$ cat config.mk
export PLATFORM = sky130hd
export DESIGN_NAME = modular_exponentiation
export DESIGN_NICKNAME = d
export VERILOG_FILES = /design/src/hdl/mexp_pkg.sv /design/src/hdl/mexp_red.sv /design/src/hdl/mexp_dp.sv /design/src/hdl/mexp_ctrl.sv /design/src/hdl/modular_exponentiation.sv
export SDC_FILE = /design/constraint.sdc
export NUM_CORES = 2
export LEC_CHECK = 0
export BUFFER_PORTS_ARGS = -buffer_cell sky130_fd_sc_hd__buf_2
export CAP_MARGIN = 20
export CORE_MARGIN = 1.5
export CORE_UTILIZATION = 65
export CTS_BUF_LIST = sky130_fd_sc_hd__clkbuf_16
export DETAILED_ROUTE_END_ITERATION = 16
export MAX_ROUTING_LAYER = met4
export PLACE_DENSITY = 0.83
export SETUP_SLACK_MARGIN = 0.02
export SLEW_MARGIN = 15
export SYNTH_ARGS = -nofsm -noshare
export SYNTH_HDL_FRONTEND = slang
export SYNTH_SLANG_ARGS = --single-unit
$ cat constraint.sdc
create_clock -name clk_i -period 26.4 [get_ports clk_i]
set_clock_uncertainty 0.2 [all_clocks]
set_input_delay 7.92 -clock clk_i [delete_from_list [all_inputs] [get_ports clk_i]]
set_output_delay 7.92 -clock clk_i [all_outputs]
set_load 0.01 [all_outputs]
$ cat src/hdl/mexp_pkg.sv
`timescale 1ns / 1ps

package mexp_pkg;

  localparam int MOD_BITS  = 31;
  localparam int EXP_BITS  = 63;
  localparam int BASE_BITS = 63;
  localparam int PROD_BITS = 2 * MOD_BITS;
  // The reducer takes either the raw base or a full product.
  localparam int RED_BITS  = (BASE_BITS > PROD_BITS) ? BASE_BITS : PROD_BITS;
  localparam int CNT_BITS  = $clog2(RED_BITS);

  localparam logic [MOD_BITS-1:0] MODULUS_RESET = MOD_BITS'(1000000007);

  typedef struct packed {
    logic load;       // capture operands, start base reduction
    logic wr_base;    // reduced base becomes the first square
    logic start_acc;  // reduce acc * sq
    logic start_sq;   // reduce sq * sq
    logic wr_acc;     // take remainder into acc
    logic wr_sq;      // take remainder into sq, advance exponent
    logic load_out;   // copy acc into the output register
  } mexp_cmd_t;

  typedef struct packed {
    logic red_done;
    logic exp_zero;
    logic exp_bit0;
    logic exp_rest_nz;
  } mexp_sts_t;

endpackage

$ cat src/hdl/mexp_red.sv
`timescale 1ns / 1ps

module mexp_red
  import mexp_pkg::*;
(
  input  logic                clk_i,
  input  logic                rst_ni,
  input  logic                start_i,
  input  logic [RED_BITS-1:0] dividend_i,
  input  logic [MOD_BITS-1:0] modulus_i,
  output logic                done_o,
  output logic [MOD_BITS-1:0] rem_o
);

  logic                busy_q, busy_d;
  logic                done_q, done_d;
  logic [CNT_BITS-1:0] cnt_q, cnt_d;
  logic [RED_BITS-1:0] div_q, div_d;
  logic [MOD_BITS-1:0] rem_q, rem_d;
  logic [MOD_BITS:0]   trial;
  logic [MOD_BITS:0]   diff;
  logic                fits;

  // Restoring remainder, one dividend bit per cycle.
  assign trial = {rem_q, div_q[RED_BITS-1]};
  assign diff  = trial - {1'b0, modulus_i};
  assign fits  = (trial >= {1'b0, modulus_i});

  always_comb begin
    busy_d = busy_q;
    done_d = 1'b0;
    cnt_d  = cnt_q;
    div_d  = div_q;
    rem_d  = rem_q;
    if (start_i) begin
      busy_d = 1'b1;
      cnt_d  = CNT_BITS'(RED_BITS - 1);
      div_d  = dividend_i;
      rem_d  = '0;
    end else if (busy_q) begin
      rem_d = fits ? diff[MOD_BITS-1:0] : trial[MOD_BITS-1:0];
      div_d = div_q << 1;
      cnt_d = cnt_q - 1'b1;
      if (cnt_q == '0) begin
        busy_d = 1'b0;
        done_d = 1'b1;
      end
    end
  end

  always_ff @(posedge clk_i or negedge rst_ni) begin
    if (!rst_ni) begin
      busy_q <= 1'b0;
      done_q <= 1'b0;
      cnt_q  <= '0;
    end else begin
      busy_q <= busy_d;
      done_q <= done_d;
      cnt_q  <= cnt_d;
    end
  end

  always_ff @(posedge clk_i) begin
    div_q <= div_d;
    rem_q <= rem_d;
  end

  assign done_o = done_q;
  assign rem_o  = rem_q;

endmodule

$ cat src/hdl/mexp_dp.sv
`timescale 1ns / 1ps

module mexp_dp
  import mexp_pkg::*;
(
  input  logic                 clk_i,
  input  logic                 rst_ni,
  input  mexp_cmd_t            cmd_i,
  input  logic [BASE_BITS-1:0] base_value_i,
  input  logic [EXP_BITS-1:0]  exponent_i,
  input  logic [MOD_BITS-1:0]  modulus_i,
  output mexp_sts_t            sts_o,
  output logic [MOD_BITS-1:0]  power_result_o
);

  logic [MOD_BITS-1:0]  acc_q, sq_q, result_q;
  logic [EXP_BITS-1:0]  exp_q;
  logic [MOD_BITS-1:0]  mul_a;
  logic [PROD_BITS-1:0] product;
  logic [RED_BITS-1:0]  red_dividend;
  logic                 red_start;
  logic                 red_done;
  logic [MOD_BITS-1:0]  red_rem;

  assign mul_a   = cmd_i.start_acc ? acc_q : sq_q;
  assign product = {{MOD_BITS{1'b0}}, mul_a} * {{MOD_BITS{1'b0}}, sq_q};

  assign red_dividend = cmd_i.load ? RED_BITS'(base_value_i) : RED_BITS'(product);
  assign red_start    = cmd_i.load | cmd_i.start_acc | cmd_i.start_sq;

  mexp_red u_red (
    .clk_i      (clk_i),
    .rst_ni     (rst_ni),
    .start_i    (red_start),
    .dividend_i (red_dividend),
    .modulus_i  (modulus_i),
    .done_o     (red_done),
    .rem_o      (red_rem)
  );

  always_ff @(posedge clk_i) begin
    if (cmd_i.load) begin
      acc_q <= MOD_BITS'(1);
      exp_q <= exponent_i;
    end
    if (cmd_i.wr_base) begin
      sq_q <= red_rem;
    end
    if (cmd_i.wr_acc) begin
      acc_q <= red_rem;
    end
    if (cmd_i.wr_sq) begin
      sq_q  <= red_rem;
      exp_q <= exp_q >> 1;
    end
    if (cmd_i.load_out) begin
      result_q <= acc_q;
    end
  end

  assign sts_o.red_done    = red_done;
  assign sts_o.exp_zero    = (exp_q == '0);
  assign sts_o.exp_bit0    = exp_q[0];
  assign sts_o.exp_rest_nz = ((exp_q >> 1) != '0);

  assign power_result_o = result_q;

endmodule

$ cat src/hdl/mexp_ctrl.sv
`timescale 1ns / 1ps

module mexp_ctrl
  import mexp_pkg::*;
(
  input  logic      clk_i,
  input  logic      rst_ni,
  input  logic      in_valid_i,
  output logic      in_stall_o,
  output logic      out_valid_o,
  input  logic      out_stall_i,
  input  mexp_sts_t sts_i,
  output mexp_cmd_t cmd_o
);

  typedef enum logic [2:0] {
    ST_IDLE,
    ST_BASE,
    ST_CHECK,
    ST_RED_ACC,
    ST_RED_SQ,
    ST_DONE
  } state_e;

  state_e    state_q, state_d;
  logic      out_valid_q, out_valid_d;
  mexp_cmd_t cmd;

  always_comb begin
    state_d = state_q;
    cmd     = '0;
    unique case (state_q)
      ST_IDLE: begin
        if (in_valid_i) begin
          cmd.load = 1'b1;
          state_d  = ST_BASE;
        end
      end
      ST_BASE: begin
        if (sts_i.red_done) begin
          cmd.wr_base = 1'b1;
          state_d     = ST_CHECK;
        end
      end
      ST_CHECK: begin
        if (sts_i.exp_zero) begin
          state_d = ST_DONE;
        end else if (sts_i.exp_bit0) begin
          cmd.start_acc = 1'b1;
          state_d       = ST_RED_ACC;
        end else begin
          cmd.start_sq = 1'b1;
          state_d      = ST_RED_SQ;
        end
      end
      ST_RED_ACC: begin
        if (sts_i.red_done) begin
          cmd.wr_acc = 1'b1;
          // skip the final square once no higher bit remains
          if (sts_i.exp_rest_nz) begin
            cmd.start_sq = 1'b1;
            state_d      = ST_RED_SQ;
          end else begin
            state_d = ST_DONE;
          end
        end
      end
      ST_RED_SQ: begin
        if (sts_i.red_done) begin
          cmd.wr_sq = 1'b1;
          state_d   = ST_CHECK;
        end
      end
      ST_DONE: begin
        if (!out_valid_q || !out_stall_i) begin
          cmd.load_out = 1'b1;
          state_d      = ST_IDLE;
        end
      end
      default: state_d = ST_IDLE;
    endcase
    out_valid_d = (out_valid_q && out_stall_i) || cmd.load_out;
  end

  always_ff @(posedge clk_i or negedge rst_ni) begin
    if (!rst_ni) begin
      state_q     <= ST_IDLE;
      out_valid_q <= 1'b0;
    end else begin
      state_q     <= state_d;
      out_valid_q <= out_valid_d;
    end
  end

  assign in_stall_o  = (state_q != ST_IDLE);
  assign out_valid_o = out_valid_q;
  assign cmd_o       = cmd;

endmodule

$ cat src/hdl/modular_exponentiation.sv
`timescale 1ns / 1ps
// Channel  | Direction | Handshake              | Payload
// ---------+-----------+------------------------+------------------------------------
// in       | input     | in_valid_i / in_stall_o   | base_value_i[62:0], exponent_i[62:0]
// out      | output    | out_valid_o / out_stall_i | power_result_o[30:0]
// cfg      | input     | cfg_we_i                  | cfg_wdata_i[30:0] (modulus)
//
// Flow: one item at a time; every reduction runs on one radix-2 remainder unit.
// An exponent of bit length L with w set bits takes L + w reductions, the base one
// included; a zero exponent takes the base reduction alone.
// Reset: asynchronous, active low; modulus returns to 1000000007, no item held.
// Stalls: the output register holds a finished result while the next item is
// accepted and worked on; only a second finished result waits for it.

module modular_exponentiation
  import mexp_pkg::*;
(
  input  logic                 clk_i,
  input  logic                 rst_ni,
  input  logic                 in_valid_i,
  output logic                 in_stall_o,
  input  logic [BASE_BITS-1:0] base_value_i,
  input  logic [EXP_BITS-1:0]  exponent_i,
  output logic                 out_valid_o,
  input  logic                 out_stall_i,
  output logic [MOD_BITS-1:0]  power_result_o,
  input  logic                 cfg_we_i,
  input  logic [MOD_BITS-1:0]  cfg_wdata_i
);

  logic [MOD_BITS-1:0] modulus_q;
  logic [MOD_BITS-1:0] modulus_eff;
  mexp_cmd_t           cmd;
  mexp_sts_t           sts;

  // Modulus register; the user must write it only while the block is idle; the block does not enforce this.
  always_ff @(posedge clk_i or negedge rst_ni) begin
    if (!rst_ni) begin
      modulus_q <= MODULUS_RESET;
    end else if (cfg_we_i) begin
      modulus_q <= cfg_wdata_i;
    end
  end

  // A zero modulus behaves as a modulus of one.
  assign modulus_eff = (modulus_q == '0) ? MOD_BITS'(1) : modulus_q;

  mexp_ctrl u_ctrl (
    .clk_i       (clk_i),
    .rst_ni      (rst_ni),
    .in_valid_i  (in_valid_i),
    .in_stall_o  (in_stall_o),
    .out_valid_o (out_valid_o),
    .out_stall_i (out_stall_i),
    .sts_i       (sts),
    .cmd_o       (cmd)
  );

  mexp_dp u_dp (
    .clk_i          (clk_i),
    .rst_ni         (rst_ni),
    .cmd_i          (cmd),
    .base_value_i   (base_value_i),
    .exponent_i     (exponent_i),
    .modulus_i      (modulus_eff),
    .sts_o          (sts),
    .power_result_o (power_result_o)
  );

  // An accepted item always makes the block busy on the next cycle.
  a_accept_busy: assert property (@(posedge clk_i) disable iff (!rst_ni)
    (in_valid_i && !in_stall_o) |=> in_stall_o)
    else $error("block not busy after input transfer");

  // A presented result is reduced, or is the unreduced one of a zero exponent.
  a_result_range: assert property (@(posedge clk_i) disable iff (!rst_ni)
    out_valid_o |-> ((power_result_o < modulus_eff) || (power_result_o == MOD_BITS'(1))))
    else $error("result not reduced by modulus");

  // After an output transfer a new result only appears with the block idle.
  a_out_refill: assert property (@(posedge clk_i) disable iff (!rst_ni)
    (out_valid_o && !out_stall_i) |=> (!out_valid_o || !in_stall_o))
    else $error("output refilled while still busy");

endmodule

* Yosys cells after proc, flatten, opt, wreduce, memory -nomap -nowiden
Index checks and enable logic that the tools add are counted.
** Word-level totals
- Flip-flop bits (word level) :: 293
- Bits of input ports :: 162
- Output and inout port bits :: 33
- Word-level logic and storage cells :: 88
** Cells by class
- Multiplexer cells :: 43
- Eq/ne operators :: 9
- Multiply operators :: 1
- Reduce and logical (&&, ||, !) cells :: 17
- $add $sub $neg :: 2
- $lt $le $gt $ge :: 1
- Bitwise gates (word level) :: 2
** Operator list (count)
- two-way mux 31 bit :: 7
- two-way mux 63 bit :: 3
- two-way mux 62 bit :: 2
- logical NOT 63 bit :: 1
- nonzero test 63 bit :: 1
- multiplier 31 x 31 -> 62 bit :: 1
- >= comparator 32 x 31 -> 1 bit :: 1
- logical NOT 31 bit :: 1
- subtractor 31 bit :: 1
- two-way mux 1 bit :: 19
- two-way mux 3 bit :: 6
- one-hot mux 3 bit (5 select lines) :: 1
- two-way mux 6 bit :: 2
- nonzero test 2 bit :: 4
- equality test 3 x 2 -> 1 bit (second input constant) :: 2
- equality test 3 bit (second input constant) :: 2
- logical NOT 6 bit :: 1
- inequality test 2 x 1 -> 1 bit (second input constant) :: 3
- subtractor 6 x 1 -> 6 bit (second input constant) :: 1
- two-way mux 2 bit :: 2
- AND reduction 4 bit :: 1
- equality test 3 x 1 -> 1 bit (second input constant) :: 1
- logical NOT 3 bit :: 1
- nonzero test 3 bit :: 1
- 7 further kinds :: 10

* Depth between registers and ports, before layout
- Depth after elaboration :: 7
- Gate-level depth with buffers :: 34
- Gate-level depth less buffers :: 30

* Modules after synthesis
From an unflattened synthesis, not the netlist that was laid out.
** Second synthesis, totals
- Cells, all modules :: 4680
- Area total of the unflattened synthesis :: 45956.6 µm²
** By module, submodules not included
- mexp_dp :: sequential area each 4674.5 µm², area each 37946.4 µm², cells an instance 3905, times used 1
- mexp_red :: sequential area each 2712.6 µm², area each 6311.1 µm², cells an instance 626, times used 1
- modular_exponentiation :: sequential area each 795.8 µm², area each 1348.8 µm², cells an instance 106, times used 1
- mexp_ctrl :: sequential area each 100.1 µm², area each 350.3 µm², cells an instance 43, times used 1

* Worst setup path before layout
OpenSTA, ideal clock, no wires.
- Path type :: in2reg
- Start :: in in_valid_i
- End :: reg u_dp.u_red.rem_q[28] (netlist: u_dp.u_red.rem_o[28])
- Setup slack :: 15.953 ns
- Arrival :: 10.130 ns
- Path buffers :: 1
- Stages :: 5
- Setup time :: 0.116 ns
- Required time :: 26.084 ns
- Cell sequence :: and2_1 > clkbuf_1 > or3_1 > o22ai_1 > a41o_1
** Between the ends
- Longest elaborated chain between the ends :: 4
** Ends and longest elaborated chain
- start: declaration :: line modular_exponentiation.sv:20 : input logic in_valid_i,
- two-way mux 1 bit :: line mexp_ctrl.sv:34 : if (in_valid_i) begin
- two-way mux 1 bit :: line mexp_ctrl.sv:32 : unique case (state_q)
- bitwise OR 1 bit (2 in a row) :: line mexp_dp.sv:29 : assign red_start = cmd_i.load | cmd_i.start_acc | cmd_i.start_sq;
- end signal: assignment :: line mexp_red.sv:65 : rem_q <= rem_d;
- end: declaration :: line mexp_red.sv:19 : logic [MOD_BITS-1:0] rem_q, rem_d;
Every way passes these cells.
A chain may end at the register's enable or synchronous reset.

* Worst setup path in the final report
- Start :: reg u_ctrl.state_q[1]
- End :: reg u_dp.u_red.div_q[58], data pin
** Between the ends
- Longest elaborated chain between the ends :: 6
- Elaborated cells between the ends (all ways) :: 12
- Classes of those cells :: 1 x mul; 2 x eq/ne; 6 x mux; 2 x bitwise; 1 x reduce/logical
** Ends and longest elaborated chain
- start: declaration :: line mexp_ctrl.sv:25 : state_e state_q, state_d;
- start signal: assignment :: line mexp_ctrl.sv:90 : state_q <= state_d;
- equality test 3 x 2 -> 1 bit :: line mexp_ctrl.sv:32
- two-way mux 1 bit :: line mexp_ctrl.sv:32
- two-way mux 31 bit :: line mexp_dp.sv:25 : assign mul_a = cmd_i.start_acc ? acc_q : sq_q;
- multiplier 31 x 31 -> 62 bit :: line mexp_dp.sv:26 : assign product = {{MOD_BITS{1'b0}}, mul_a} * {{MOD_BITS{1'b0}}, sq_q};
- two-way mux 63 bit :: line mexp_dp.sv:28 : assign red_dividend = cmd_i.load ? RED_BITS'(base_value_i) : RED_BITS'(product);
- two-way mux 63 bit * :: line mexp_red.sv:35 : if (start_i) begin
- net u_dp.u_red.div_d[58] :: line mexp_red.sv:18 : logic [RED_BITS-1:0] div_q, div_d;
- end signal: assignment :: line mexp_red.sv:64 : div_q <= div_d;
- end: declaration :: line mexp_red.sv:18
The timed path passes the listed nets; every way through them passes the cells marked *.

==> results.txt <==
status - finished clean
area grow syn2layout - 5.68%
Initial Util - 0.658
htree depth - 1
fin cells - 5727
Hold Fails Final Rpt - 0
combinational cell fraction of total power - 0.313
CP Capture Type - flop
post_cts resized - 0
hold depth - 2
Post-Route WL - 120000 um
total CTS buffers - 26
Top FF cell, synth - edfxtp_1
Cell Area, Synth - 45200 um^2
Yosys top cell area share - 0.371
Cells after Synth - 4760
CTS tree - built
internal power - 940 uW
Post-DP HPWL - 93300 um
clock tree sinks - 293
min-delay worst type - reg -> reg
leakage power - 0.0228 uW
nets@finish - 6060
Core ar. - 68700 um^2
Tcrit/Tclk final - 0.381
port buffer count - 194
Die X-Extent - 267 um
CP dominant cell by count - fa_1
Yosys reg bits - 293
post-CTS setup buffers - 0
share of cells above drive strength 1 - 0.0872
Synth Area per Inst - 9.49 um^2
GR Util met3 - 0.0608
Synth cell types - 78
GP Congestion - 0.973
Slew HR - 0.272
busiest layer in global routing - met2
via count - 34.2k
switching portion of total power - 0.333
CP Class - reg -> reg
Peak Freq - 99.3 MHz
# IOs - 195
Die Y - 267 um
hold path startpoint - u_dp.exp_q[62]$_SDFFE_PP0P_
WHS Endpoint - u_dp.exp_q[62]$_SDFFE_PP0P_
worst path arrival time - 10.16 ns
P_sw - 468 uW
first drt pass iteration count - 6
Fill cells - 5185
RSZ-0062 raised after global routing - false
Seq/Total Area, Yosys - 0.183
# DRC - 0
Via density - 5.98
Clk pwr share - 0.273
worst slew pin tran - 1.09 ns
vias in the first global route - 36.7k
GRT Util Overall - 0.363
initial antenna violation count - 4
Routed WL per cell - 21.0 um
startpoint type of the worst setup path - flop
Slew Viols, Final - 0
Hold Slack - 0.286 ns
r2r worst-path depth - 28
Util after Layout - 0.695
maxcap violations - 0
CTS max path bufs - 3
Design Power - 1410 uW
Final TNS setup - 0 ns
synth warn - 0
PD cells - 29.5 nW/um^2
FP Rows - 96
clk root buf - clkbuf_16
slowest cell on the critical path - fa_1
M2 GR Usage - 0.593
final setup violation count - 0
worst vdd ir - 0.0689 mV
reg-to-reg endpoint - u_dp.u_red.div_q[58]$_DFFE_PP_
first-pass GRT wire length - 194000 um
initial drt markers - 3034
Synth area leader - fa_1
worst reg2reg startpoint - u_ctrl.state_q[1]$_DFFE_PN0P_
worst endpoint required time - 26.49 ns
# hold bufs at CTS - 0
top post-synthesis cells by area - fa_1 37%, edfxtp_1 14%, ha_1 8.0%
clk_lat worst skew - 0.58 ns
Mapped Nets - 6048
Seq pwr share - 0.414
EDFF count, synth - 218
met1 Track Usage GR - 0.441
reg2reg setup slack - 16.33 ns
critical path fanouts, max - 38
total congestion overflow - 0
Async SR Flop Fraction - 0.147
Crit path largest cell delay - 0.60 ns
number of placed instances, taps included - 5674
Routed Antenna Nets - 0
largest net degree at the start of global routing - 76
Tmin final - 10.07 ns
clk slew on worst S/H paths - 0.07 ns
Die Area - 71100 um^2
## synth_stat cells, drive strengths merged, types with 14 or more instances
master / n
fa: 838
inv: 808
nand2: 745
and2: 524
ha: 288
clkbuf: 279
edfxtp: 218
o21ai: 174
a21oi: 163
nor2: 94
mux2: 63
a21o: 55
xnor2: 53
a31oi: 36
dfxtp: 32
nor4: 31
xor2: 31
nand4: 29
dfrtp: 27
nand3: 26
o21a: 25
o22ai: 17
dfstp: 16
nor3: 16
and3: 15
o21bai: 14
## area by class of cell
type	count	area, um^2	share of cell area
diodes	4	10.0	0.000210
clock buffers	26	651	0.0136
clock inverters	22	203	0.00424
inverters	808	3030	0.0635
multi-input cells	3371	32800	0.688
flip-flops and latches	293	8280	0.173
well taps	931	1160	0.0244
repair buffers	272	1580	0.0330
## sequential cells by signal, summed over array words and instances (netlist names)
register,flops
u_dp.exp_q,63
u_dp.u_red.div_q,63
modulus_q,31
u_dp.acc_q,31
u_dp.power_result_o,31
u_dp.sq_q,31
u_dp.u_red.rem_o,31
u_dp.u_red.cnt_q,6
u_ctrl.state_q,3
u_ctrl.out_valid_o,1
u_dp.u_red.busy_q,1
u_dp.u_red.done_o,1
## cell families after synthesis
kind of cell	share of synthesized area
and+or+nand+nor	0.165
adders and majority gates	0.451
buffers and inverters	0.0913
AOI/OAI and AO/OA	0.0760
DFF	0.183
xor gates and xnor gates	0.0163
muxes	0.0177
## placed cells by master (no fill, tap or decap), types with 16 or more instances in the layout
cell         n
a21oi_1    161
o21ai_0    147
ha_1       288
o21ai_1     24
a31oi_1     35
nand3_1     26
dfstp_2     16
nor2_1      93
dfxtp_1     32
and2_1     523
fa_1       838
nand4_1     29
clkbuf_16   26
a21o_1      55
dfrtp_1     26
edfxtp_1   218
o22ai_1     17
nor4_1      30
buf_4       77
buf_2      194
xor2_1      31
inv_1      816
o21a_1      24
nand2_1    742
mux2_2      63
xnor2_1     53
## worst max-delay path: cells and delay by family (launching register included)
family / cells / cell delay (ns)
compound gates: 9 / 2.45
simple gates: 5 / 1.20
buf+inv: 5 / 0.97
flops: 1 / 0.46
fa+ha+maj: 9 / 4.40
## worst max path at each step
stage                                             start                           endpoint  slack, ns  cells past startpoint
after detailed placement  u_ctrl.state_q[1]$_DFFE_PN0P_     u_dp.u_red.div_q[58]$_DFFE_PP_      16.16                     28
after global placement                       in_valid_i     u_dp.u_red.div_q[55]$_DFFE_PP_      16.23                      7
after global routing      u_ctrl.state_q[1]$_DFFE_PN0P_     u_dp.u_red.div_q[58]$_DFFE_PP_      15.90                     29
after CTS                 u_ctrl.state_q[1]$_DFFE_PN0P_     u_dp.u_red.div_q[58]$_DFFE_PP_      16.02                     28
after floorplan                              in_valid_i  u_dp.u_red.rem_o[28]$_SDFFE_PN0P_      15.95                      5
final                     u_ctrl.state_q[1]$_DFFE_PN0P_     u_dp.u_red.div_q[58]$_DFFE_PP_      16.33                     28
## stage by stage
| stage | worst slack (ns) | cell area [um^2] |
|---|---|---|
| finish | 16.33 | 47800 |
| global route | 15.90 | 47800 |
| detailed placement | 16.16 | 46900 |
| CTS | 16.02 | 47700 |
| global placement | 16.23 | 46900 |
| floorplan | 15.95 | 45200 |
## power by group through the flow
stage,Sequential (uW),Combinational [uW],Clock (uW)
finish,583,441,384
global route,586,497,402
CTS,581,439,386
detailed placement,590,437,0
global placement,589,431,0
floorplan,567,348,0
## routing by layer
metal,wire length [um],up-vias
met5,0,-
met4,6530,0
met3,11600,434
met2,58900,1841
met1,43300,17100
li1,-,14800
Note: power is estimated with default switching activity, not from simulation.
